[config.mk]
export PLATFORM = sky130hd
export DESIGN_NAME = bmp24_stream_decoder_flat
export DESIGN_NICKNAME = d
export VERILOG_FILES = /design/src/rtl/bmp24_pkg.sv /design/src/rtl/bmp24_if.sv /design/src/rtl/bmp24_front.sv /design/src/rtl/bmp24_queue.sv /design/src/rtl/bmp24_back.sv /design/src/rtl/bmp24_stream_decoder.sv /design/src/flat_wrapper.sv
export SDC_FILE = /design/constraint.sdc
export NUM_CORES = 1
export LEC_CHECK = 0
export ABC_CLOCK_PERIOD_IN_PS = 16800
export BUFFER_PORTS_ARGS = -buffer_cell sky130_fd_sc_hd__buf_2
export CORE_UTILIZATION = 55
export CTS_BUF_LIST = sky130_fd_sc_hd__clkbuf_2
export DETAILED_ROUTE_END_ITERATION = 8
export GPL_TIMING_DRIVEN = 0
export HOLD_SLACK_MARGIN = 0.12
export PLACE_DENSITY = 0.73
export SETUP_SLACK_MARGIN = 0.2
export SYNTH_ARGS = -nofsm -noshare
export SYNTH_HDL_FRONTEND = slang
export SYNTH_SLANG_ARGS = --single-unit
[constraint.sdc]
create_clock -name clk -period 16.8 [get_ports clk]
set_clock_uncertainty 0.1 [all_clocks]
set_input_delay 0.84 -clock clk [delete_from_list [all_inputs] [get_ports clk]]
set_output_delay 0.84 -clock clk [all_outputs]
set_load 0.02 [all_outputs]
[src/rtl/bmp24_pkg.sv]
`timescale 1ns / 1ps
// ----------------------------------------------------------------------------
// bmp24_pkg
// Shared types and constants of the 24-bit bitmap stream decoder.
// ----------------------------------------------------------------------------
package bmp24_pkg;

    // Result status codes
    typedef enum logic [2:0] {
        ST_PIXEL      = 3'd0,
        ST_BAD_SIG    = 3'd1,
        ST_BAD_HDR    = 3'd2,
        ST_BAD_BPP    = 3'd3,
        ST_COMPRESSED = 3'd4,
        ST_BAD_SIZE   = 3'd5
    } status_t;

    // Parser phase of the front end
    typedef enum logic [2:0] {
        PH_SIG,
        PH_HDR,
        PH_SKIP,
        PH_PIX,
        PH_HALT
    } phase_t;

    // Info header flavor
    typedef enum logic [1:0] {
        HDR_NONE,
        HDR_WIN,
        HDR_OS2
    } hdr_kind_t;

    // Transaction kinds between front and back
    typedef enum logic [1:0] {
        TK_START,
        TK_DATA,
        TK_ERROR
    } tok_kind_t;

    // Color component slot within a BGR triple
    typedef enum logic [1:0] {
        CMP_BLUE,
        CMP_GREEN,
        CMP_RED
    } comp_t;

    typedef struct packed {
        tok_kind_t kind;
        logic [7:0] data;
        status_t    code;
    } tok_t;

    localparam logic [7:0]  SIG_B          = 8'h42;
    localparam logic [7:0]  SIG_M          = 8'h4D;
    localparam logic [31:0] HDR_LEN_WIN    = 32'd40;
    localparam logic [31:0] HDR_LEN_OS2    = 32'd12;
    localparam logic [15:0] BPP_24         = 16'd24;

    // Byte positions of the last byte of each header field
    localparam logic [31:0] POS_OFFSET     = 32'd13;
    localparam logic [31:0] POS_HDR_SIZE   = 32'd17;
    localparam logic [31:0] POS_WIN_WIDTH  = 32'd21;
    localparam logic [31:0] POS_WIN_HEIGHT = 32'd25;
    localparam logic [31:0] POS_WIN_BPP    = 32'd29;
    localparam logic [31:0] POS_WIN_COMP   = 32'd33;
    localparam logic [31:0] POS_OS2_WIDTH  = 32'd19;
    localparam logic [31:0] POS_OS2_HEIGHT = 32'd21;
    localparam logic [31:0] POS_OS2_BPP    = 32'd25;

    // First byte after the last parsed field of each header
    localparam logic [31:0] WIN_DATA_START = 32'd34;
    localparam logic [31:0] OS2_DATA_START = 32'd26;

endpackage

[src/rtl/bmp24_if.sv]
`timescale 1ns / 1ps
// ----------------------------------------------------------------------------
// bmp24 stream interfaces
// Valid/ready channels for file bytes in and decoded pixels out.
// ----------------------------------------------------------------------------
interface bmp24_byte_if;
    logic       valid;
    logic       ready;
    logic [7:0] data_byte;
    logic       start_of_file;

    modport source (output valid, output data_byte, output start_of_file, input ready);
    modport sink   (input valid, input data_byte, input start_of_file, output ready);
endinterface

interface bmp24_pixel_if;
    logic        valid;
    logic        ready;
    logic [2:0]  status;
    logic [7:0]  red;
    logic [7:0]  green;
    logic [7:0]  blue;
    logic [11:0] pixel_x;
    logic [11:0] pixel_y;
    logic        last_pixel;

    modport source (output valid, output status, output red, output green, output blue,
                    output pixel_x, output pixel_y, output last_pixel, input ready);
    modport sink   (input valid, input status, input red, input green, input blue,
                    input pixel_x, input pixel_y, input last_pixel, output ready);
endinterface

[src/rtl/bmp24_front.sv]
`timescale 1ns / 1ps
// ----------------------------------------------------------------------------
// bmp24_front
// Header parser: checks signature and header fields, skips to pixel data
// and forwards start, data and error transactions to the queue.
// ----------------------------------------------------------------------------
module bmp24_front
    import bmp24_pkg::*;
#(
    parameter int DIM_BITS = 12
)
(
    input  logic                clk,
    input  logic                rst_n,
    bmp24_byte_if.sink          file_bytes,
    input  logic                q_full,
    output logic                tok_valid,
    output tok_t                tok,
    output logic [DIM_BITS-1:0] tok_width,
    output logic [DIM_BITS-1:0] tok_height
);

    phase_t              phase_reg, phase_next;
    logic [31:0]         pos_reg, pos_next;
    logic [31:0]         acc_reg, acc_next;
    logic [31:0]         offset_reg, offset_next;
    hdr_kind_t           hdr_reg, hdr_next;
    logic [DIM_BITS-1:0] width_reg, width_next;
    logic [DIM_BITS-1:0] height_reg, height_next;

    logic        accept;
    phase_t      cur_phase;
    logic [31:0] cur_pos;
    logic [31:0] cur_acc;
    hdr_kind_t   cur_hdr;
    logic [31:0] acc_new;
    logic [15:0] os2_val;
    logic        win_bad;
    logic        os2_bad;
    status_t     fail_code;
    logic        fail;
    logic        hdr_done;
    logic [31:0] data_start;
    logic        skip_done;

    assign file_bytes.ready = !q_full;
    assign accept = file_bytes.valid && !q_full;

    // A start byte restarts parsing with this byte as byte zero
    always_comb
    begin
        cur_phase = file_bytes.start_of_file ? PH_SIG   : phase_reg;
        cur_pos   = file_bytes.start_of_file ? 32'd0    : pos_reg;
        cur_acc   = file_bytes.start_of_file ? 32'd0    : acc_reg;
        cur_hdr   = file_bytes.start_of_file ? HDR_NONE : hdr_reg;
        acc_new   = {file_bytes.data_byte, cur_acc[31:8]};
        os2_val   = acc_new[31:16];
        win_bad   = (acc_new == 32'd0) || ((acc_new >> DIM_BITS) != 32'd0);
        os2_bad   = (os2_val == 16'd0) || os2_val[15]
                    || ((32'(os2_val) >> DIM_BITS) != 32'd0);
        skip_done = (cur_pos + 32'd1) == offset_reg;
    end

    // Field checks
    always_comb
    begin
        fail_code  = ST_PIXEL;
        hdr_done   = 1'b0;
        data_start = WIN_DATA_START;
        if (cur_phase == PH_SIG)
        begin
            if (cur_pos == 32'd0)
            begin
                if (file_bytes.data_byte != SIG_B)
                    fail_code = ST_BAD_SIG;
            end
            else if (file_bytes.data_byte != SIG_M)
                fail_code = ST_BAD_SIG;
        end
        else if (cur_phase == PH_HDR)
        begin
            if (cur_pos == POS_OFFSET)
            begin
                fail_code = ST_PIXEL;
            end
            else if (cur_pos == POS_HDR_SIZE)
            begin
                if (acc_new != HDR_LEN_WIN && acc_new != HDR_LEN_OS2)
                    fail_code = ST_BAD_HDR;
            end
            else if (cur_hdr == HDR_WIN)
            begin
                if (cur_pos == POS_WIN_WIDTH || cur_pos == POS_WIN_HEIGHT)
                begin
                    if (win_bad)
                        fail_code = ST_BAD_SIZE;
                end
                else if (cur_pos == POS_WIN_BPP)
                begin
                    if (acc_new[31:16] != BPP_24)
                        fail_code = ST_BAD_BPP;
                end
                else if (cur_pos == POS_WIN_COMP)
                begin
                    if (acc_new != 32'd0)
                        fail_code = ST_COMPRESSED;
                    else
                        hdr_done = 1'b1;
                end
            end
            else if (cur_hdr == HDR_OS2)
            begin
                if (cur_pos == POS_OS2_WIDTH || cur_pos == POS_OS2_HEIGHT)
                begin
                    if (os2_bad)
                        fail_code = ST_BAD_SIZE;
                end
                else if (cur_pos == POS_OS2_BPP)
                begin
                    data_start = OS2_DATA_START;
                    if (acc_new[31:16] != BPP_24)
                        fail_code = ST_BAD_BPP;
                    else
                        hdr_done = 1'b1;
                end
            end
            // data offset may not point before the first byte after the last parsed field
            if (hdr_done && offset_reg < data_start)
            begin
                hdr_done  = 1'b0;
                fail_code = ST_BAD_SIZE;
            end
        end
        fail = fail_code != ST_PIXEL;
    end

    // Next phase
    always_comb
    begin
        phase_next = phase_reg;
        if (accept)
        begin
            unique case (cur_phase)
                PH_SIG:
                begin
                    if (fail)
                        phase_next = PH_HALT;
                    else if (cur_pos != 32'd0)
                        phase_next = PH_HDR;
                    else
                        phase_next = PH_SIG;
                end
                PH_HDR:
                begin
                    if (fail)
                        phase_next = PH_HALT;
                    else if (hdr_done)
                        phase_next = (offset_reg == data_start) ? PH_PIX : PH_SKIP;
                    else
                        phase_next = PH_HDR;
                end
                PH_SKIP:  phase_next = skip_done ? PH_PIX : PH_SKIP;
                PH_PIX:   phase_next = PH_PIX;
                PH_HALT:  phase_next = PH_HALT;
                default:  phase_next = PH_HALT;
            endcase
        end
    end

    // Transaction to the back end
    always_comb
    begin
        tok_valid  = 1'b0;
        tok.kind   = TK_DATA;
        tok.data   = file_bytes.data_byte;
        tok.code   = fail_code;
        tok_width  = width_reg;
        tok_height = height_reg;
        if (accept)
        begin
            unique case (cur_phase)
                PH_SIG, PH_HDR:
                begin
                    if (fail)
                    begin
                        tok_valid = 1'b1;
                        tok.kind  = TK_ERROR;
                    end
                    else if (hdr_done)
                    begin
                        tok_valid = 1'b1;
                        tok.kind  = TK_START;
                    end
                end
                PH_PIX:
                begin
                    tok_valid = 1'b1;
                    tok.kind  = TK_DATA;
                end
                PH_SKIP, PH_HALT:
                begin
                    tok_valid = 1'b0;
                end
                default:
                begin
                    tok_valid = 1'b0;
                end
            endcase
        end
    end

    // Field registers
    always_comb
    begin
        pos_next    = pos_reg;
        acc_next    = acc_reg;
        offset_next = offset_reg;
        hdr_next    = hdr_reg;
        width_next  = width_reg;
        height_next = height_reg;
        if (accept)
        begin
            pos_next = cur_pos + 32'd1;
            acc_next = acc_new;
            hdr_next = cur_hdr;
            if (cur_phase == PH_HDR)
            begin
                if (cur_pos == POS_OFFSET)
                    offset_next = acc_new;
                else if (cur_pos == POS_HDR_SIZE)
                    hdr_next = (acc_new == HDR_LEN_WIN) ? HDR_WIN : HDR_OS2;
                else if (cur_hdr == HDR_WIN)
                begin
                    if (cur_pos == POS_WIN_WIDTH)
                        width_next = acc_new[DIM_BITS-1:0];
                    if (cur_pos == POS_WIN_HEIGHT)
                        height_next = acc_new[DIM_BITS-1:0];
                end
                else if (cur_hdr == HDR_OS2)
                begin
                    if (cur_pos == POS_OS2_WIDTH)
                        width_next = os2_val[DIM_BITS-1:0];
                    if (cur_pos == POS_OS2_HEIGHT)
                        height_next = os2_val[DIM_BITS-1:0];
                end
            end
        end
    end

    always_ff @(posedge clk or negedge rst_n)
    begin
        if (!rst_n)
        begin
            phase_reg <= PH_SIG;
            pos_reg   <= 32'd0;
            acc_reg   <= 32'd0;
            hdr_reg   <= HDR_NONE;
        end
        else
        begin
            phase_reg <= phase_next;
            pos_reg   <= pos_next;
            acc_reg   <= acc_next;
            hdr_reg   <= hdr_next;
        end
    end

    always_ff @(posedge clk)
    begin
        offset_reg <= offset_next;
        width_reg  <= width_next;
        height_reg <= height_next;
    end

endmodule

[src/rtl/bmp24_queue.sv]
`timescale 1ns / 1ps
// ----------------------------------------------------------------------------
// bmp24_queue
// Two-entry register FIFO between the parser and the pixel assembler.
// ----------------------------------------------------------------------------
module bmp24_queue #(
    parameter int WIDTH = 8
)
(
    input  logic             clk,
    input  logic             rst_n,
    input  logic             push,
    input  logic [WIDTH-1:0] push_data,
    output logic             full,
    input  logic             pop,
    output logic             valid,
    output logic [WIDTH-1:0] pop_data
);

    localparam int DEPTH    = 2;
    localparam int PTR_BITS = $clog2(DEPTH);
    localparam int CNT_BITS = $clog2(DEPTH + 1);

    logic [WIDTH-1:0]    mem_reg [DEPTH];
    logic [PTR_BITS-1:0] wr_ptr_reg, wr_ptr_next;
    logic [PTR_BITS-1:0] rd_ptr_reg, rd_ptr_next;
    logic [CNT_BITS-1:0] count_reg, count_next;
    logic                do_push;
    logic                do_pop;

    assign full     = count_reg == CNT_BITS'(DEPTH);
    assign valid    = count_reg != '0;
    assign pop_data = mem_reg[rd_ptr_reg];
    assign do_push  = push && !full;
    assign do_pop   = pop && valid;

    always_comb
    begin
        wr_ptr_next = do_push ? PTR_BITS'(wr_ptr_reg + 1'b1) : wr_ptr_reg;
        rd_ptr_next = do_pop  ? PTR_BITS'(rd_ptr_reg + 1'b1) : rd_ptr_reg;
        count_next  = count_reg;
        if (do_push && !do_pop)
            count_next = CNT_BITS'(count_reg + 1'b1);
        else if (do_pop && !do_push)
            count_next = CNT_BITS'(count_reg - 1'b1);
    end

    always_ff @(posedge clk or negedge rst_n)
    begin
        if (!rst_n)
        begin
            wr_ptr_reg <= '0;
            rd_ptr_reg <= '0;
            count_reg  <= '0;
        end
        else
        begin
            wr_ptr_reg <= wr_ptr_next;
            rd_ptr_reg <= rd_ptr_next;
            count_reg  <= count_next;
        end
    end

    always_ff @(posedge clk)
    begin
        if (do_push)
            mem_reg[wr_ptr_reg] <= push_data;
    end

endmodule

[src/rtl/bmp24_back.sv]
`timescale 1ns / 1ps
// ----------------------------------------------------------------------------
// bmp24_back
// Pixel assembler: gathers BGR triples, drops row padding, tracks the
// pixel position and drives the registered result channel.
// ----------------------------------------------------------------------------
module bmp24_back
    import bmp24_pkg::*;
#(
    parameter int DIM_BITS = 12
)
(
    input  logic                clk,
    input  logic                rst_n,
    input  logic                q_valid,
    output logic                q_pop,
    input  tok_t                tok,
    input  logic [DIM_BITS-1:0] tok_width,
    input  logic [DIM_BITS-1:0] tok_height,
    bmp24_pixel_if.source       pixels
);

    logic                out_valid_reg, out_valid_next;
    status_t             status_reg, status_next;
    logic [7:0]          red_reg, red_next;
    logic [7:0]          green_reg, green_next;
    logic [7:0]          blue_reg, blue_next;
    logic [11:0]         px_reg, px_next;
    logic [11:0]         py_reg, py_next;
    logic                last_reg, last_next;

    logic                active_reg, active_next;
    logic [DIM_BITS-1:0] width_reg, width_next;
    logic [DIM_BITS-1:0] height_reg, height_next;
    logic [DIM_BITS-1:0] x_reg, x_next;
    logic [DIM_BITS-1:0] row_reg, row_next;
    comp_t               comp_reg, comp_next;
    logic [1:0]          pad_reg, pad_next;
    logic [7:0]          held_b_reg, held_b_next;
    logic [7:0]          held_g_reg, held_g_next;

    logic                row_end;
    logic                img_end;

    assign q_pop   = q_valid && (!out_valid_reg || pixels.ready);
    assign row_end = x_reg == DIM_BITS'(width_reg - 1'b1);
    assign img_end = row_end && (row_reg == DIM_BITS'(height_reg - 1'b1));

    always_comb
    begin
        out_valid_next = out_valid_reg && !pixels.ready;
        status_next    = status_reg;
        red_next       = red_reg;
        green_next     = green_reg;
        blue_next      = blue_reg;
        px_next        = px_reg;
        py_next        = py_reg;
        last_next      = last_reg;
        active_next    = active_reg;
        width_next     = width_reg;
        height_next    = height_reg;
        x_next         = x_reg;
        row_next       = row_reg;
        comp_next      = comp_reg;
        pad_next       = pad_reg;
        held_b_next    = held_b_reg;
        held_g_next    = held_g_reg;
        if (q_pop)
        begin
            unique case (tok.kind)
                TK_START:
                begin
                    active_next = 1'b1;
                    width_next  = tok_width;
                    height_next = tok_height;
                    x_next      = '0;
                    row_next    = '0;
                    comp_next   = CMP_BLUE;
                    pad_next    = 2'd0;
                end
                TK_ERROR:
                begin
                    active_next    = 1'b0;
                    out_valid_next = 1'b1;
                    status_next    = tok.code;
                    red_next       = 8'd0;
                    green_next     = 8'd0;
                    blue_next      = 8'd0;
                    px_next        = 12'd0;
                    py_next        = 12'd0;
                    last_next      = 1'b0;
                end
                TK_DATA:
                begin
                    if (active_reg)
                    begin
                        if (pad_reg != 2'd0)
                        begin
                            // padding byte; the row closes on the last one
                            pad_next = pad_reg - 2'd1;
                            if (pad_reg == 2'd1)
                                row_next = row_reg + 1'b1;
                        end
                        else
                        begin
                            unique case (comp_reg)
                                CMP_BLUE:
                                begin
                                    held_b_next = tok.data;
                                    comp_next   = CMP_GREEN;
                                end
                                CMP_GREEN:
                                begin
                                    held_g_next = tok.data;
                                    comp_next   = CMP_RED;
                                end
                                CMP_RED:
                                begin
                                    comp_next      = CMP_BLUE;
                                    out_valid_next = 1'b1;
                                    status_next    = ST_PIXEL;
                                    red_next       = tok.data;
                                    green_next     = held_g_reg;
                                    blue_next      = held_b_reg;
                                    px_next        = 12'(x_reg);
                                    py_next        = 12'(row_reg);
                                    last_next      = img_end;
                                    if (img_end)
                                        active_next = 1'b0;
                                    else if (row_end)
                                    begin
                                        // rows pad to four bytes: width mod 4 pad bytes
                                        x_next = '0;
                                        if (width_reg[1:0] == 2'd0)
                                            row_next = row_reg + 1'b1;
                                        else
                                            pad_next = width_reg[1:0];
                                    end
                                    else
                                        x_next = x_reg + 1'b1;
                                end
                                default:
                                begin
                                    comp_next = CMP_BLUE;
                                end
                            endcase
                        end
                    end
                end
                default:
                begin
                    active_next = active_reg;
                end
            endcase
        end
    end

    always_ff @(posedge clk or negedge rst_n)
    begin
        if (!rst_n)
        begin
            out_valid_reg <= 1'b0;
            active_reg    <= 1'b0;
            comp_reg      <= CMP_BLUE;
            pad_reg       <= 2'd0;
            x_reg         <= '0;
            row_reg       <= '0;
        end
        else
        begin
            out_valid_reg <= out_valid_next;
            active_reg    <= active_next;
            comp_reg      <= comp_next;
            pad_reg       <= pad_next;
            x_reg         <= x_next;
            row_reg       <= row_next;
        end
    end

    always_ff @(posedge clk)
    begin
        status_reg <= status_next;
        red_reg    <= red_next;
        green_reg  <= green_next;
        blue_reg   <= blue_next;
        px_reg     <= px_next;
        py_reg     <= py_next;
        last_reg   <= last_next;
        width_reg  <= width_next;
        height_reg <= height_next;
        held_b_reg <= held_b_next;
        held_g_reg <= held_g_next;
    end

    assign pixels.valid      = out_valid_reg;
    assign pixels.status     = status_reg;
    assign pixels.red        = red_reg;
    assign pixels.green      = green_reg;
    assign pixels.blue       = blue_reg;
    assign pixels.pixel_x    = px_reg;
    assign pixels.pixel_y    = py_reg;
    assign pixels.last_pixel = last_reg;

endmodule

[src/rtl/bmp24_stream_decoder.sv]
`timescale 1ns / 1ps
// ----------------------------------------------------------------------------
// bmp24_stream_decoder
// Byte-serial decoder for 24-bit bitmap files, RGB pixels out.
// ----------------------------------------------------------------------------
// Feed the file one byte per transaction on file_bytes, with start_of_file set
// on byte zero of each file (after reset the first byte counts as byte zero
// anyway). The block checks the BM signature, takes the 40-byte or the 12-byte
// OS/2 info header, skips to the data offset and returns one pixels
// transaction per BGR triple with red/green/blue, its column, its row in file
// order and last_pixel on the final one. Row padding to four bytes is dropped.
// Any header fault returns a single status transaction (pixel fields zero) and
// the block ignores the rest of that file; everything after the last pixel is
// ignored as well. Throughput is one byte per clock: the parser accepts a byte
// every cycle as long as its two-entry queue has room, and the assembler
// drains the queue one entry per cycle into a single output register while that
// register is free or being read, so a stalled result only blocks input once the
// queue has filled. The third byte of a triple reaches its pixel through the
// queue and then the output register. Image width and height must be
// 1 .. 2^DIM_BITS-1; coordinates are reported in 12 bits.
// ----------------------------------------------------------------------------
module bmp24_stream_decoder
    import bmp24_pkg::*;
#(
    parameter int DIM_BITS = 12
)
(
    input  logic          clk,
    input  logic          rst_n,
    bmp24_byte_if.sink    file_bytes,
    bmp24_pixel_if.source pixels
);

    // queue entry: transaction plus image dimensions (used by start entries)
    localparam int Q_WIDTH = $bits(tok_t) + 2 * DIM_BITS;

    logic                f_valid;
    tok_t                f_tok;
    logic [DIM_BITS-1:0] f_width;
    logic [DIM_BITS-1:0] f_height;
    logic                q_full;
    logic                q_valid;
    logic                q_pop;
    logic [Q_WIDTH-1:0]  q_data;
    tok_t                b_tok;
    logic [DIM_BITS-1:0] b_width;
    logic [DIM_BITS-1:0] b_height;

    // front end: header parsing and classification
    bmp24_front #(
        .DIM_BITS (DIM_BITS)
    ) u_front (
        .clk        (clk),
        .rst_n      (rst_n),
        .file_bytes (file_bytes),
        .q_full     (q_full),
        .tok_valid  (f_valid),
        .tok        (f_tok),
        .tok_width  (f_width),
        .tok_height (f_height)
    );

    bmp24_queue #(
        .WIDTH (Q_WIDTH)
    ) u_queue (
        .clk       (clk),
        .rst_n     (rst_n),
        .push      (f_valid),
        .push_data ({f_tok, f_width, f_height}),
        .full      (q_full),
        .pop       (q_pop),
        .valid     (q_valid),
        .pop_data  (q_data)
    );

    assign {b_tok, b_width, b_height} = q_data;

    // back end: pixel assembly and result register
    bmp24_back #(
        .DIM_BITS (DIM_BITS)
    ) u_back (
        .clk        (clk),
        .rst_n      (rst_n),
        .q_valid    (q_valid),
        .q_pop      (q_pop),
        .tok        (b_tok),
        .tok_width  (b_width),
        .tok_height (b_height),
        .pixels     (pixels)
    );

endmodule
[src/flat_wrapper.sv]
// flat-port wrapper written by rule: the top's interface ports become plain ports
module bmp24_stream_decoder_flat import bmp24_pkg::*;
#(
    parameter int DIM_BITS = 12
)
  (clk, rst_n, file_bytes_valid, file_bytes_data_byte, file_bytes_start_of_file, file_bytes_ready, pixels_valid, pixels_status, pixels_red, pixels_green, pixels_blue, pixels_pixel_x, pixels_pixel_y, pixels_last_pixel, pixels_ready);
  bmp24_byte_if file_bytes_i ();
  bmp24_pixel_if pixels_i ();
  input  logic clk;
  input  logic rst_n;
  input wire logic [$bits(file_bytes_i.valid)-1:0] file_bytes_valid;
  input wire logic [$bits(file_bytes_i.data_byte)-1:0] file_bytes_data_byte;
  input wire logic [$bits(file_bytes_i.start_of_file)-1:0] file_bytes_start_of_file;
  output wire logic [$bits(file_bytes_i.ready)-1:0] file_bytes_ready;
  output wire logic [$bits(pixels_i.valid)-1:0] pixels_valid;
  output wire logic [$bits(pixels_i.status)-1:0] pixels_status;
  output wire logic [$bits(pixels_i.red)-1:0] pixels_red;
  output wire logic [$bits(pixels_i.green)-1:0] pixels_green;
  output wire logic [$bits(pixels_i.blue)-1:0] pixels_blue;
  output wire logic [$bits(pixels_i.pixel_x)-1:0] pixels_pixel_x;
  output wire logic [$bits(pixels_i.pixel_y)-1:0] pixels_pixel_y;
  output wire logic [$bits(pixels_i.last_pixel)-1:0] pixels_last_pixel;
  input wire logic [$bits(pixels_i.ready)-1:0] pixels_ready;
  assign file_bytes_i.valid = file_bytes_valid;
  assign file_bytes_i.data_byte = file_bytes_data_byte;
  assign file_bytes_i.start_of_file = file_bytes_start_of_file;
  assign file_bytes_ready = file_bytes_i.ready;
  assign pixels_valid = pixels_i.valid;
  assign pixels_status = pixels_i.status;
  assign pixels_red = pixels_i.red;
  assign pixels_green = pixels_i.green;
  assign pixels_blue = pixels_i.blue;
  assign pixels_pixel_x = pixels_i.pixel_x;
  assign pixels_pixel_y = pixels_i.pixel_y;
  assign pixels_last_pixel = pixels_i.last_pixel;
  assign pixels_i.ready = pixels_ready;
  bmp24_stream_decoder #(.DIM_BITS(DIM_BITS)) u_core (.clk(clk), .rst_n(rst_n), .file_bytes(file_bytes_i), .pixels(pixels_i));
endmodule
# ---- Word level (Yosys, flattened, before mapping)
# Memories as Yosys holds them, arrays and structs flattened.
# Index checks and enable logic that the tools add are counted.
dict set report word_totals {
  memories 1
  word_cells 281
  out_inout_bits 54
  mem_bits_rw 74
  ff_bits 251
  mem_bits_ro 0
  latchBits 0
}
dict set report classes {
  multipliers 0
  reduce_logical 55
  eq_ne 40
  n_lt_le_gt_ge 1
  div 0
  bitwise_logic 3
  mux 144
  n_addsub 10
  shift 0
}
# memory words word_bits rd rd_clocked_by_memory_dff wr line_no
set memory_table {}
lappend memory_table {u_core.u_queue.mem_reg 2 37 1 0 1 bmp24_queue.sv:24} ;# logic [WIDTH-1:0] mem_reg [DEPTH];
# operator count
set ops {}
lappend ops {{2-to-1 mux 12 bit} 26}
lappend ops {{2-to-1 mux 32 bit} 6}
lappend ops {{equality test 32 x 5 -> 1 bit, second input constant} 5}
lappend ops {{nonzero test 32 bit} 4}
lappend ops {{one-hot mux 12 bit (2 select lines)} 4}
lappend ops {{2-to-1 mux 8 bit} 9}
lappend ops {{equality test 32 bit} 2}
lappend ops {{equality test 32 x 6 -> 1 bit, second input constant} 2}
lappend ops {{logical NOT 32 bit} 2}
lappend ops {{2-to-1 mux 3 bit} 21}
lappend ops {{one-hot mux 8 bit (2 select lines)} 3}
lappend ops {{2-to-1 mux 2 bit} 22}
lappend ops {{2-to-1 mux 1 bit} 38}
lappend ops {{2-to-1 mux 6 bit} 6}
lappend ops {{adder 32 x 1 -> 32 bit, second input constant} 1}
lappend ops {{equality test 32 x 4 -> 1 bit, second input constant} 1}
lappend ops {{< comparator 32 bit} 1}
lappend ops {{!= test 32 x 4 -> 1 bit, second input constant} 1}
lappend ops {{!= test 32 x 6 -> 1 bit, second input constant} 1}
lappend ops {{adder 12 x 1 -> 12 bit, second input constant} 2}
lappend ops {{equality test 12 bit} 2}
lappend ops {{subtractor 12 x 1 -> 12 bit, second input constant} 2}
lappend ops {{AND reduction 7 bit} 3}
lappend ops {{!= test 3 bit, second input constant} 6}
lappend ops {{other kinds (32)} 83}

# ---- Logic depth before layout (Yosys ltp)
# Gate-level depths: netlist of run 1.
dict set report depth {
  depth_word 24
  ltp_mapped 24
  mapped_depth_nobuf 21
}

# ---- By module
# A second synthesis of run 1 with hierarchy kept.
dict set report hier_totals {
  cells_unflattened 1397
  hier_area_um2 15915.3
}
# module cells_each n_inst seq_area_each_um2 area_each_um2
set by_module_without_submodules {}
lappend by_module_without_submodules {bmp24_front 803 1 3208.1 7247.0}
lappend by_module_without_submodules {bmp24_back 460 1 3513.4 5715.5}
lappend by_module_without_submodules {bmp24_queue 134 1 2322.2 2952.8}

# ---- Least setup slack after synthesis of run 1
# OpenSTA, ideal clock, no wires.
dict set report synth_timing {
  path_type {in2reg}
  start {input file_bytes_start_of_file}
  end {memory u_core.u_queue.mem_reg[0][0] (netlist name) (enable)}
  setup_slack_ps 9609
  n_path_buf 3
  required_ps 16264
  cell_stages 21
  arrival_ps 6655
  path_cell_list {inv_1 > clkbuf_1 > buf_1 > clkbuf_1 > nand2_1 > inv_1 > ha_1 > or4bb_1 > nor2_1 > nor4b_1 > inv_1 > ha_1 > o21a_1 > o21a_1 > o21ai_0 > nand2_1 > a211o_1 > o311a_1 > o21ai_1 > nand2b_1 > nor2b_1}
}
dict set report synth_via {
  elab_chain_len 22
  elab_cells_between_ends 83
  cone_classes {order compare (1); eq/ne (14); mux (52); reduce/logical (16)}
}
# element line_no
set synth_rtl {}
lappend synth_rtl {{from (decl)} flat_wrapper.sv:13} ;# input wire logic [$bits(file_bytes_i.start_of_file)-1:0] file_bytes_start_of_file;
lappend synth_rtl {{2-to-1 mux 32 bit (on tied branches)} {bmp24_front.sv:53, bmp24_front.sv:54}}
lappend synth_rtl {{equality test 32 x 5 -> 1 bit (tied with other cells)} {bmp24_front.sv:93, bmp24_front.sv:118}}
lappend synth_rtl {{2-to-1 mux 6 bit (tied with other cells)} bmp24_front.sv:118} ;# else if (cur_pos == POS_OS2_BPP)
lappend synth_rtl {{2-to-1 mux 6 bit (tied with other cells)} bmp24_front.sv:113} ;# if (cur_pos == POS_OS2_WIDTH || cur_pos == POS_OS2_HEIGHT)
lappend synth_rtl {{2-to-1 mux 6 bit (tied with other cells)} bmp24_front.sv:111} ;# else if (cur_hdr == HDR_OS2)
lappend synth_rtl {{2-to-1 mux 6 bit (tied with other cells)} bmp24_front.sv:91} ;# else if (cur_hdr == HDR_WIN)
lappend synth_rtl {{2-to-1 mux 6 bit or 2-to-1 mux 1 bit (tied branches)} {bmp24_front.sv:86, bmp24_front.sv:91}}
lappend synth_rtl {{2-to-1 mux 6 bit or 2-to-1 mux 1 bit (tied branches)} {bmp24_front.sv:82, bmp24_front.sv:86}}
lappend synth_rtl {{[7 not listed]} --}
lappend synth_rtl {{nonzero test 3 bit or 2-to-1 mux 1 bit (tied branches)} {bmp24_front.sv:134, bmp24_front.sv:189}}
lappend synth_rtl {{2-to-1 mux 1 bit} bmp24_front.sv:184} ;# if (fail)
lappend synth_rtl {{one-hot mux 1 bit (2 select lines) *} bmp24_front.sv:181} ;# unique case (cur_phase)
lappend synth_rtl {{2-to-1 mux 1 bit *} bmp24_front.sv:179} ;# if (accept)
lappend synth_rtl {{logical AND 1 bit *} bmp24_queue.sv:34} ;# assign do_push = push && !full;
lappend synth_rtl {{net u_core.u_queue.do_push} bmp24_queue.sv:28} ;# logic do_push;
lappend synth_rtl {{2-to-1 mux 1 bit *} bmp24_queue.sv:66} ;# if (do_push)
lappend synth_rtl {{2-to-1 mux 1 bit (not written as such) *} bmp24_queue.sv:67} ;# mem_reg[wr_ptr_reg] <= push_data;
lappend synth_rtl {{to (decl)} bmp24_queue.sv:24}
# Mark *: on every way through the listed nets, which the timed path passes. The rest lies on a longest branch. The select of a mux whose other input is x is not followed.

# ---- Worst setup path after layout of run 1
dict set report layout_timing {
  start {input file_bytes_start_of_file}
  end {memory u_core.u_queue.mem_reg[1][36] (netlist name) (enable)}
}
# Same word-level chain as after synthesis.

==> summary.txt, run 1 <==
Status = finished clean
Vias per cell = 5.92
Setup TNS = 0 ns
Relative slew slack = 35.4%
Area delta synth->final = 11.6%
CP max FO = 37
RSZ-0062 raised after global routing = no
Vias in the first global route = 11,500
Maximum capacitance violations = 0
Worst slew pin tran = 0.960 ns
Post-CTS setup buffers = 0
WL met1 = 15,700 um
Cells resized by post-CTS repair = 0
Worst vdd ir = 0.0710 mV
Fillers = 2,296
H-tree depth = 3
Fin area = 0.0174 mm2
Post-synth cell types = 76
Final WL = 38,800 um
Root buffer cell = clkbuf_2
Clk buf depth = 3
Req. time, crit path = 17.13 ns
Crit path kind = primary input to register
Vias = 11,900
DIE HEIGHT = 170 um
First-pass GRT wire length = 60,900 um
First DRT Iteration DRCs = 1,071
# clock sinks = 317
Ports = 67
GPL Wtd Cong = 0.974
Worst EP arrival = 8.17 ns
Avg WL per Cell = 19.3 um
IO Port Bufs = 66
Synth Area per Inst = 11.1 um2
Final Cycle Share = 46.6%
CTS tree = yes
Final number of setup-violating endpoints = 0
Full die area = 0.0291 mm2
FFs w/ async S/R, synth = 30.0%
Number of flip-flops in the largest register = 74
Crit end category = register
Final Max Slew Viols = 0
Worst-path clk slew = 0.09 ns
Initial Utilization = 56.0%
ANT nets after route = 0
DR DRC count = 0
Cell Count Post-Placement = 1,858
Met3 wire length = 2680 um
Share of layout cells above drive strength 1 = 17.1%
Synth warn = 0
TritonRoute pass-1 iters = 5
Placement Cell Area = 0.0166 mm2
Worst-Skew Late Latency = 0.91 ns
Power Density = 133 mW/mm2
Critical path launch point type = primary input
DR top layer = met4
Cell Area, Synth = 0.0156 mm2
Hpwl dp = 28,100 um
Sequential area share after synthesis = 57.9%
Hold Path Origin = file_bytes_data_byte[5]
Gr usage total = 27.5%
Top FF cell, synth = edfxtp_1
Worst hold path class = primary input to register
Core area = 0.0279 mm2
Reg2reg start = u_core.u_front.pos_reg[16]
Fin cells = 2,014
Gate Count Post-Synth = 1,405
Min Tclk post-route = 7.84 ns
WL met2 = 18,500 um
Gr ovfl total = 0
Fin. Hold Viols = 0
Fmax achieved = 0.128 GHz
Cell Rows = 61
Nets@finish = 1,596
Seq cells post-synth = 317
Static leakage = 6.56 nW
Initial antenna violation count = 1
CTS Hold Bufs = 4
Syn_nets = 1,434
Largest net degree at the start of global routing = 54
CTS Buf Count = 81
Post-synth EDFFs = 222
Die width = 170 um
CP startpoint = file_bytes_start_of_file
per-layer routing:
metal,vias up,track usage [%]
li1,5557,-
met2,523,45.5
met4,0,14.8
met1,5705,34.3
met3,138,5.09
met5,-,0
report_power, final:
part           switching, mW  internal [mW]  leakage (nW)
Combinational          0.457          0.228          2.66
Clock                  0.312          0.226         0.596
Sequential            0.0858           1.01          3.31
cell usage after synthesis, types with 14 or more instances:
| cell type | instances | share of area (%) |
|---|---|---|
| edfxtp_1 | 222 | 43 |
| nand2_1 | 161 | 3.9 |
| dfrtp_1 | 95 | 15 |
| nor2_1 | 83 | 2.0 |
| o21ai_0 | 77 | 2.5 |
| clkbuf_1 | 59 | 1.4 |
| and2_1 | 53 | 2.1 |
| a21oi_1 | 49 | 1.6 |
| xnor2_1 | 48 | 2.7 |
| nand3_1 | 47 | 1.5 |
| inv_1 | 40 | 0.96 |
| mux2_2 | 40 | 2.9 |
| nor2b_1 | 39 | 1.6 |
| nor3_1 | 36 | 1.2 |
| nor4_1 | 36 | 1.4 |
| xor2_1 | 31 | 1.7 |
| nand4_1 | 22 | 0.88 |
| or3_1 | 22 | 0.88 |
| ha_1 | 16 | 1.3 |
| or4_1 | 15 | 0.72 |
| nand2b_1 | 14 | 0.56 |
| o31ai_1 | 14 | 0.67 |
layout make-up:
cell class                 instances  area [um2]  share of cell area, %
sequential                       317        9040                   51.9
multi-input combinational        980        6190                   35.5
clock buffer                     121         606                   3.48
timing repair buffer              79         508                   2.92
tap                              378         473                   2.71
buffer                            68         265                   1.52
clock inverter                    30         185                   1.06
inverter                          40         150                  0.862
antenna                            1        2.50                 0.0144
placed cells by master (no fill, tap or decap), types with 7 or more instances in the layout:
cell type and n:
a21o_1 12, a21oi_1 48, a22o_1 7, a31oi_1 12, and2_1 52, and3_1 11
buf_2 67, clkbuf_1 59, clkbuf_2 121, clkinv_1 18, dfrtp_1 95, edfxtp_1 222
ha_1 16, inv_1 40, mux2_2 40, mux2i_1 13, nand2_1 161, nand2b_1 14
nand3_1 47, nand4_1 22, nor2_1 82, nor2b_1 38, nor3_1 34, nor4_1 35
o211ai_1 10, o21ai_0 77, o21ai_1 7, o31ai_1 14, or2_2 10, or3_1 22
or4_1 15, xnor2_1 48, xor2_1 31
cells by family (layout without fill, tap and decap cells):
family | after synthesis | count (layout) | share of synthesized area [%]
adders and majority gates | 16 | 16 | 1.28
buffers and inverters | 108 | 338 | 2.66
DFF | 317 | 317 | 57.9
and+or+nand+nor | 579 | 579 | 19.6
AOI/OAI and AO/OA | 252 | 252 | 10.3
muxes | 54 | 54 | 3.79
xor gates and xnor gates | 79 | 79 | 4.43
other | 0 | 1 | 0
stage by stage:
step           util [%]  worst slack, ns  hold slack, ns  power (mW)
5_1_grt            62.5             8.73           0.137        2.44
4_1_cts            62.5             9.28           0.127        2.33
3_3_place_gp       58.9             6.56           0.324        1.76
2_1_floorplan         -             9.61           0.321        1.55
3_5_place_dp       59.5             8.43           0.336        1.78
6_report           62.5             8.96           0.190        2.32
critical path: stages:
cell and delay [ns]:
buf_2 0.18, clkbuf_1 0.57, clkbuf_1 0.64, clkbuf_1 0.64, clkbuf_1 0.61, clkbuf_1 0.56
clkbuf_1 0.44, nor2b_1 0.16, ha_1 0.33, nand3_1 0.20, nor4b_1 0.14, inv_1 0.15
ha_1 0.23, o21a_1 0.11, o21a_1 0.16, o21ai_0 0.26, nand2_1 0.08, a211o_1 0.27
o311a_1 0.16, o21ai_1 0.34, nand2b_1 0.28, and2_2 0.81
worst paths after layout:
kind	end	slack, ns	cells past startpoint
min reg2reg	u_core.u_queue.mem_reg[1][22]	0.33	0
min in group asynchronous	u_core.u_front.pos_reg[14]	0.38	2
max reg2reg	u_core.u_queue.mem_reg[1][36]	10.78	14
min	u_core.u_queue.mem_reg[0][32]	0.19	1
max in group asynchronous	u_core.u_front.phase_reg[1]	15.40	3
max	u_core.u_queue.mem_reg[1][36]	8.96	22
Note: power is estimated with default switching activity, not from simulation.
==> inputs of run 2 (changes only) <==
--- a/config.mk
+++ b/config.mk
@@ -5,7 +5,7 @@
 export SDC_FILE = /design/constraint.sdc
 export NUM_CORES = 1
 export LEC_CHECK = 0
-export ABC_CLOCK_PERIOD_IN_PS = 16800
+export ABC_CLOCK_PERIOD_IN_PS = 8100
 export BUFFER_PORTS_ARGS = -buffer_cell sky130_fd_sc_hd__buf_2
 export CORE_UTILIZATION = 55
 export CTS_BUF_LIST = sky130_fd_sc_hd__clkbuf_2
==> constraint.sdc (replaced) <==
create_clock -name clk -period 8.1 [get_ports clk]
set_clock_uncertainty 0.1 [all_clocks]
set_input_delay 0.405 -clock clk [delete_from_list [all_inputs] [get_ports clk]]
set_output_delay 0.405 -clock clk [all_outputs]
set_load 0.02 [all_outputs]
==> summary.txt, run 2 (synthesis results as in run 1) <==
Share of layout cells above drive strength 1 = 17.2% (+0.028 points)
Full die area = 0.0291 mm2 (unchanged)
Reg2reg start = u_core.u_front.pos_reg[16]
Worst setup margin = 0.365 ns (-8.60 ns)
Worst vdd ir = 0.142 mV (+100%)
Final hold slack = 0.230 ns (+0.0400 ns)
Vias per cell = 5.91 (-0.24%)
TritonRoute pass-1 iters = 5 (unchanged)
Critical path launch point type = primary input
Power Density = 274 mW/mm2 (+110%)
Post-place setup slack = 0.166 ns (-8.26 ns)
First-pass GRT wire length = 61,100 um (+0.21%)
Root buffer cell = clkbuf_2
Number of flip-flops in the largest register = 74 (unchanged)
Nets@finish = 1,605 (+0.56%)
Die width = 170 um (unchanged)
IO Port Bufs = 66 (unchanged)
Req. time, crit path = 8.52 ns (-8.61 ns)
Initial antenna violation count = 1 (unchanged)
Hpwl dp = 28,100 um (unchanged)
CTS tree = yes
Static leakage = 6.61 nW (+0.76%)
Initial Utilization = 56.0% (unchanged)
Relative slew slack = 35.0% (-0.43 points)
Post-CTS setup buffers = 0 (unchanged)
Final WL = 38,800 um (about the same)
Ports = 67 (unchanged)
Worst-Skew Late Latency = 0.90 ns (about the same)
Worst EP arrival = 8.16 ns (about the same)
Hold Path Origin = file_bytes_valid
Final core utilization = 63.0% (+0.44 points)
Worst R2R Path Depth = 15 (+1)
ANT nets after route = 0 (unchanged)
Cell Rows = 61 (unchanged)
Vias in the first global route = 11,500 (+0.30%)
RSZ-0062 raised after global routing = no
H-tree depth = 3 (unchanged)
Area delta synth->final = 12.4%
Status = finished clean
Delay of the slowest cell on the worst path = 0.63 ns (-0.18 ns)
Final Max Slew Viols = 0 (unchanged)
Crit path kind = primary input to register
Crit end category = register
Worst hold path class = primary input to register
Worst slew pin tran = 0.969 ns (+0.00861 ns)
Hold path depth = 4 (+3)
DIE HEIGHT = 170 um (unchanged)
Gr ovfl total = 0 (unchanged)
R2R Setup Slk = 2.47 ns (-8.31 ns)
GPL Wtd Cong = 0.974 (unchanged)
Setup TNS = 0 ns (unchanged)
DR DRC count = 0 (unchanged)
Critical-path top delay cell = clkbuf_1
Most frequent cells in the layout = edfxtp_1 (222), nand2_1 (161), clkbuf_2 (121)
Clk buf depth = 3 (unchanged)
Min Tclk post-route = 7.73 ns
CTS Buf Count = 81 (unchanged)
First DRT Iteration DRCs = 1,037 (-3.2%)
Avg WL per Cell = 19.2 um (-0.37%)
Worst-path clk slew = 0.12 ns (+0.03 ns)
Hold endpoint = u_core.u_front.hdr_reg[1]
# clock sinks = 317 (unchanged)
CP Cell Sequence = dlygate4sd3_1, buf_2, clkbuf_1, clkbuf_1, clkbuf_1, clkbuf_1, clkbuf_1, clkbuf_1, nor2b_1, ha_1, nand3_1, nor4b_2, inv_1, ha_1, o21a_1, o21a_1, o21ai_0, nand2_1, a211o_1, o311a_1, o21ai_1, nand2b_1, nor2b_4, buf_12
Commonest non-fill, non-tap cell in the layout = edfxtp_1
CP most frequent cell = clkbuf_1
Maximum capacitance violations = 0 (unchanged)
Vias = 11,900 (+0.21%)
Worst R2R End = u_core.u_queue.mem_reg[0][2]
Gr usage total = 27.5% (+0.031 points)
Core area = 0.0279 mm2 (unchanged)
Final Cycle Share = 95.5%
Largest net degree at the start of global routing = 54 (unchanged)
Fin. Hold Viols = 0 (unchanged)
Final number of setup-violating endpoints = 0 (unchanged)
Fmax achieved = 0.129 GHz
CP max FO = 24 (-35%)
-- run 2: cell count changes in the layout (fill, tap and decap cells not counted) --
cell / delta
and2_4: +1
clkdlybuf4s15_1: +1
and2_2: -1
nor4b_2: +1
dlygate4sd3_1: +8
buf_16: +1
clkbuf_1: -1
nor4b_1: -1
-- run 2: how the worst max path moves through the flow --
stage | start | endpoint | slack, ns | cells after the start
after global routing | file_bytes_start_of_file | u_core.u_queue.mem_reg[0][14] | 0.23 | 24
after CTS | file_bytes_start_of_file | u_core.u_queue.mem_reg[1][32] | 0.47 | 23
after detailed placement | file_bytes_start_of_file | u_core.u_queue.mem_reg[1][7] | 0.17 | 22
after global placement | file_bytes_start_of_file | u_core.u_queue.mem_reg[0][8] | -1.70 | 22
after floorplan | file_bytes_start_of_file | u_core.u_queue.mem_reg[0][0] | 1.34 | 21
final | file_bytes_start_of_file | u_core.u_queue.mem_reg[0][2] | 0.37 | 24
-- run 2: layer usage --
metal  vias up  part of all wire, %  global-route usage, %
li1       5575                    -                      -
met1      5688                   40                   34.3
met2       556                   48                   45.6
met3       127                  7.1                   5.07
met4         2                  4.7                   14.8
met5         -                0.077                      0
-- run 2: through the flow --
stage	instances	power, mW	cell area, um2
global route	2023	5.08	17500
detailed placement	1858	3.70	16600
floorplan	1405	3.22	15600
finish	2023	4.81	17500
global placement	1849	3.65	16400
CTS	2022	4.84	17500
-- run 2: repair_timing --
item	4_1_cts	5_1_grt
resized for setup	0	4
hold buffers	13	0
hold endpoints to repair	139	0
setup endpoints to repair	0	61
-- run 2: power by group --
part	switching [mW]	leakage (nW)	internal (mW)	total (mW)
registers	0.177	3.31	2.09	2.27
logic	0.948	2.71	0.477	1.43
clock network	0.649	0.596	0.469	1.12
total	1.78	6.61	3.04	4.81
-- run 2: layout make-up --
cell class              count  area, um2
multi-input cells         980       6190
flip-flops and latches    317       9040
fillers                  2284      10300
inverters                  40        150
clock inverters            30        185
diodes                      1       2.50
clock buffers             121        606
repair buffers             88        616
well taps                 378        473
plain buffers              68        272
-- run 2: worst max-delay path, delay by kind of cell --
kind            cells  cell delay, ns
buf+inv            10            4.50
simple gates        6            1.37
compound gates      6            1.30
fa+ha+maj           2            0.56
==> inputs of run 3 (changes only) <==
--- a/config.mk
+++ b/config.mk
@@ -8,7 +8,7 @@
 export ABC_CLOCK_PERIOD_IN_PS = 8100
 export BUFFER_PORTS_ARGS = -buffer_cell sky130_fd_sc_hd__buf_2
 export CORE_UTILIZATION = 55
-export CTS_BUF_LIST = sky130_fd_sc_hd__clkbuf_2
+export CTS_BUF_LIST = sky130_fd_sc_hd__clkbuf_4
 export DETAILED_ROUTE_END_ITERATION = 8
 export GPL_TIMING_DRIVEN = 0
 export HOLD_SLACK_MARGIN = 0.12
==> summary.txt, run 3 (synthesis results as in run 1) <==
Final Max Slew Viols = 0 (unchanged)
Crit path kind = primary input to register
Initial Utilization = 56.0% (unchanged)
Nets@finish = 1,606 (+0.062%)
IO Port Bufs = 66 (unchanged)
Worst vdd ir = 0.157 mV (+11%)
# clock sinks = 317 (unchanged)
Gr usage total = 27.7% (+0.20 points)
CTS Buf Count = 83 (+2.5%)
Commonest non-fill, non-tap cell in the layout = edfxtp_1
Final core utilization = 64.1% (+1.1 points)
Req. time, crit path = 8.27 ns (-0.25 ns)
Core area = 0.0279 mm2 (unchanged)
Hold path depth = 4 (unchanged)
Worst slew pin tran = 1.01 ns (+0.0387 ns)
R2R Setup Slk = 2.05 ns (-0.42 ns)
Crit end category = register
Combinational Power Share = 27.5% (-2.1 points)
DR top layer = met4
Root buffer cell = clkbuf_4
Worst R2R End = u_core.u_queue.mem_reg[1][32]
H-tree depth = 3 (unchanged)
Pint = 3.38 mW (+11%)
Cell Rows = 61 (unchanged)
Reg2reg start = u_core.u_front.pos_reg[28]
Clk buf depth = 3 (unchanged)
Maximum capacitance violations = 0 (unchanged)
Most frequent cells in the layout = edfxtp_1 (222), nand2_1 (161), clkbuf_4 (125)
Vias in the first global route = 11,600 (+0.77%)
DIE HEIGHT = 170 um (unchanged)
Fin cells = 2,026 (+0.15%)
TritonRoute pass-1 iters = 5 (unchanged)
Die width = 170 um (unchanged)
Worst R2R Path Depth = 15 (unchanged)
Worst-Skew Late Latency = 0.72 ns (-0.18 ns)
Ports = 67 (unchanged)
Hold endpoint = u_core.u_front.acc_reg[20]
Final number of setup-violating endpoints = 0 (unchanged)
Worst hold path class = primary input to register
Sequential cell area = 0.00904 mm2 (unchanged)
Hold Path Origin = file_bytes_start_of_file
Flop pwr share = 44.0% (-3.1 points)
Switch share = 34.6% (-2.3 points)
Power Density = 289 mW/mm2 (+5.3%)
CP max FO = 37 (+54%)
WL met2 = 18,900 um (+1.4%)
Final hold slack = 0.230 ns (+0.0000370 ns)
RSZ-0062 raised after global routing = no
Avg WL per Cell = 19.3 um (+0.66%)
Hpwl dp = 28,100 um (unchanged)
Clock share of power = 28.4% (+5.2 points)
Multi-input logic area = 0.00619 mm2 (-0.12%)
Largest net degree at the start of global routing = 54 (unchanged)
Final Cycle Share = 93.4% (-2.0 points)
First-pass GRT wire length = 61,600 um (+0.86%)
GPL Wtd Cong = 0.974 (unchanged)
Relative slew slack = 32.3% (-2.7 points)
Worst EP arrival = 7.74 ns (-0.42 ns)
Worst-path clk slew = 0.07 ns (-0.05 ns)
Area delta synth->final = 14.4%
Full die area = 0.0291 mm2 (unchanged)
CTS tree = yes
Gr ovfl total = 0 (unchanged)
ANT nets after route = 0 (unchanged)
Psw = 1.78 mW (+0.52%)
Min Tclk post-route = 7.57 ns (-0.166 ns)
Critical path launch point type = primary input
Final WL = 39,200 um (+0.81%)
Fillers = 2,220 (-2.8%)
Static leakage = 6.67 nW (+0.88%)
First DRT Iteration DRCs = 1,072 (+3.4%)
Cell Count Post-Placement = 1,858 (unchanged)
DR DRC count = 0 (unchanged)
Vias = 11,900 (-0.10%)
Met3 wire length = 2640 um (-4.0%)
Status = finished clean
WL met1 = 15,800 um (+1.4%)
Share of layout cells above drive strength 1 = 17.1% (-0.092 points)
Fmax achieved = 0.132 GHz (+2.2%)
Number of flip-flops in the largest register = 74 (unchanged)
Vias per cell = 5.89 (-0.25%)
Initial antenna violation count = 1 (unchanged)
Fin. Hold Viols = 0 (unchanged)
==> run 3: changes by cell type in the layout (fill, tap and decap cells not counted), moves of 2 or more <==
cell,delta
clkbuf_4,+125
inv_2,-2
clkbuf_2,-121
clkinv_2,-2
clkinv_1,+3
==> run 3: critical path, stage by stage <==
cell and delay [ns]:
buf_2 0.15, inv_1 0.19, clkbuf_1 0.64, buf_1 0.61
clkbuf_1 0.74, nand2_1 0.19, inv_1 0.10, ha_1 0.18
or4bb_1 0.54, nor2_1 0.22, nor4b_1 0.73, inv_1 0.15
ha_1 0.33, o21a_1 0.11, o21a_1 0.16, o21ai_0 0.26
nand2_1 0.08, a211o_1 0.27, o311a_1 0.16, o21ai_1 0.36
nand2b_1 0.31, and2_2 0.82
==> run 3: layout make-up <==
cell class              count  area share [%]
inverters                  40           0.841
diodes                      1          0.0140
clock inverters            30            1.17
clock buffers             125            5.26
repair buffers             87            3.29
plain buffers              68            1.49
multi-input cells         980            34.6
flip-flops and latches    317            50.6
well taps                 378            2.65
==> run 3: power by group through the flow <==
stage / registers (mW) / logic [mW] / clock network (mW)
6_report: 2.27 / 1.42 / 1.47
5_1_grt: 2.31 / 1.55 / 1.58
4_1_cts: 2.27 / 1.41 / 1.50
3_5_place_dp: 2.30 / 1.40 / 0
3_3_place_gp: 2.31 / 1.34 / 0
2_1_floorplan: 2.34 / 0.879 / 0
==> run 3: how the worst max path moves through the flow <==
stage / from / endpoint / slack (ns) / cells past startpoint
finish: file_bytes_start_of_file / u_core.u_queue.mem_reg[1][32] / 0.53 / 22
global route: file_bytes_start_of_file / u_core.u_queue.mem_reg[1][32] / 0.27 / 22
CTS: file_bytes_start_of_file / u_core.u_queue.mem_reg[1][32] / 0.80 / 22
detailed placement: file_bytes_start_of_file / u_core.u_queue.mem_reg[1][7] / 0.17 / 22
global placement: file_bytes_start_of_file / u_core.u_queue.mem_reg[0][8] / -1.70 / 22
floorplan: file_bytes_start_of_file / u_core.u_queue.mem_reg[0][0] / 1.34 / 21
==> run 3: metal layers <==
layer  track usage [%]  vias to the layer above
met4              15.0                        0
met3              4.84                      120
li1                  -                     5584
met2              46.2                      517
met1              34.5                     5715
met5                 0                        -
==> run 3: timing repair <==
item / CTS / global route
resized for setup: 0 / 0
setup buffers: 0 / 0
hold endpoints to repair: 118 / 0
hold buffers: 12 / 0
==> run 3: stage by stage <==
| step | cell area [um2] | power [mW] | setup slack (ns) | TNS (ns) |
|---|---|---|---|---|
| detailed placement | 16600 | 3.70 | 0.166 | 0 |
| finish | 17900 | 5.16 | 0.531 | 0 |
| global route | 17900 | 5.43 | 0.265 | 0 |
| global placement | 16400 | 3.65 | -1.70 | -78.90 |
| floorplan | 15600 | 3.22 | 1.34 | 0 |
| CTS | 17900 | 5.19 | 0.800 | 0 |
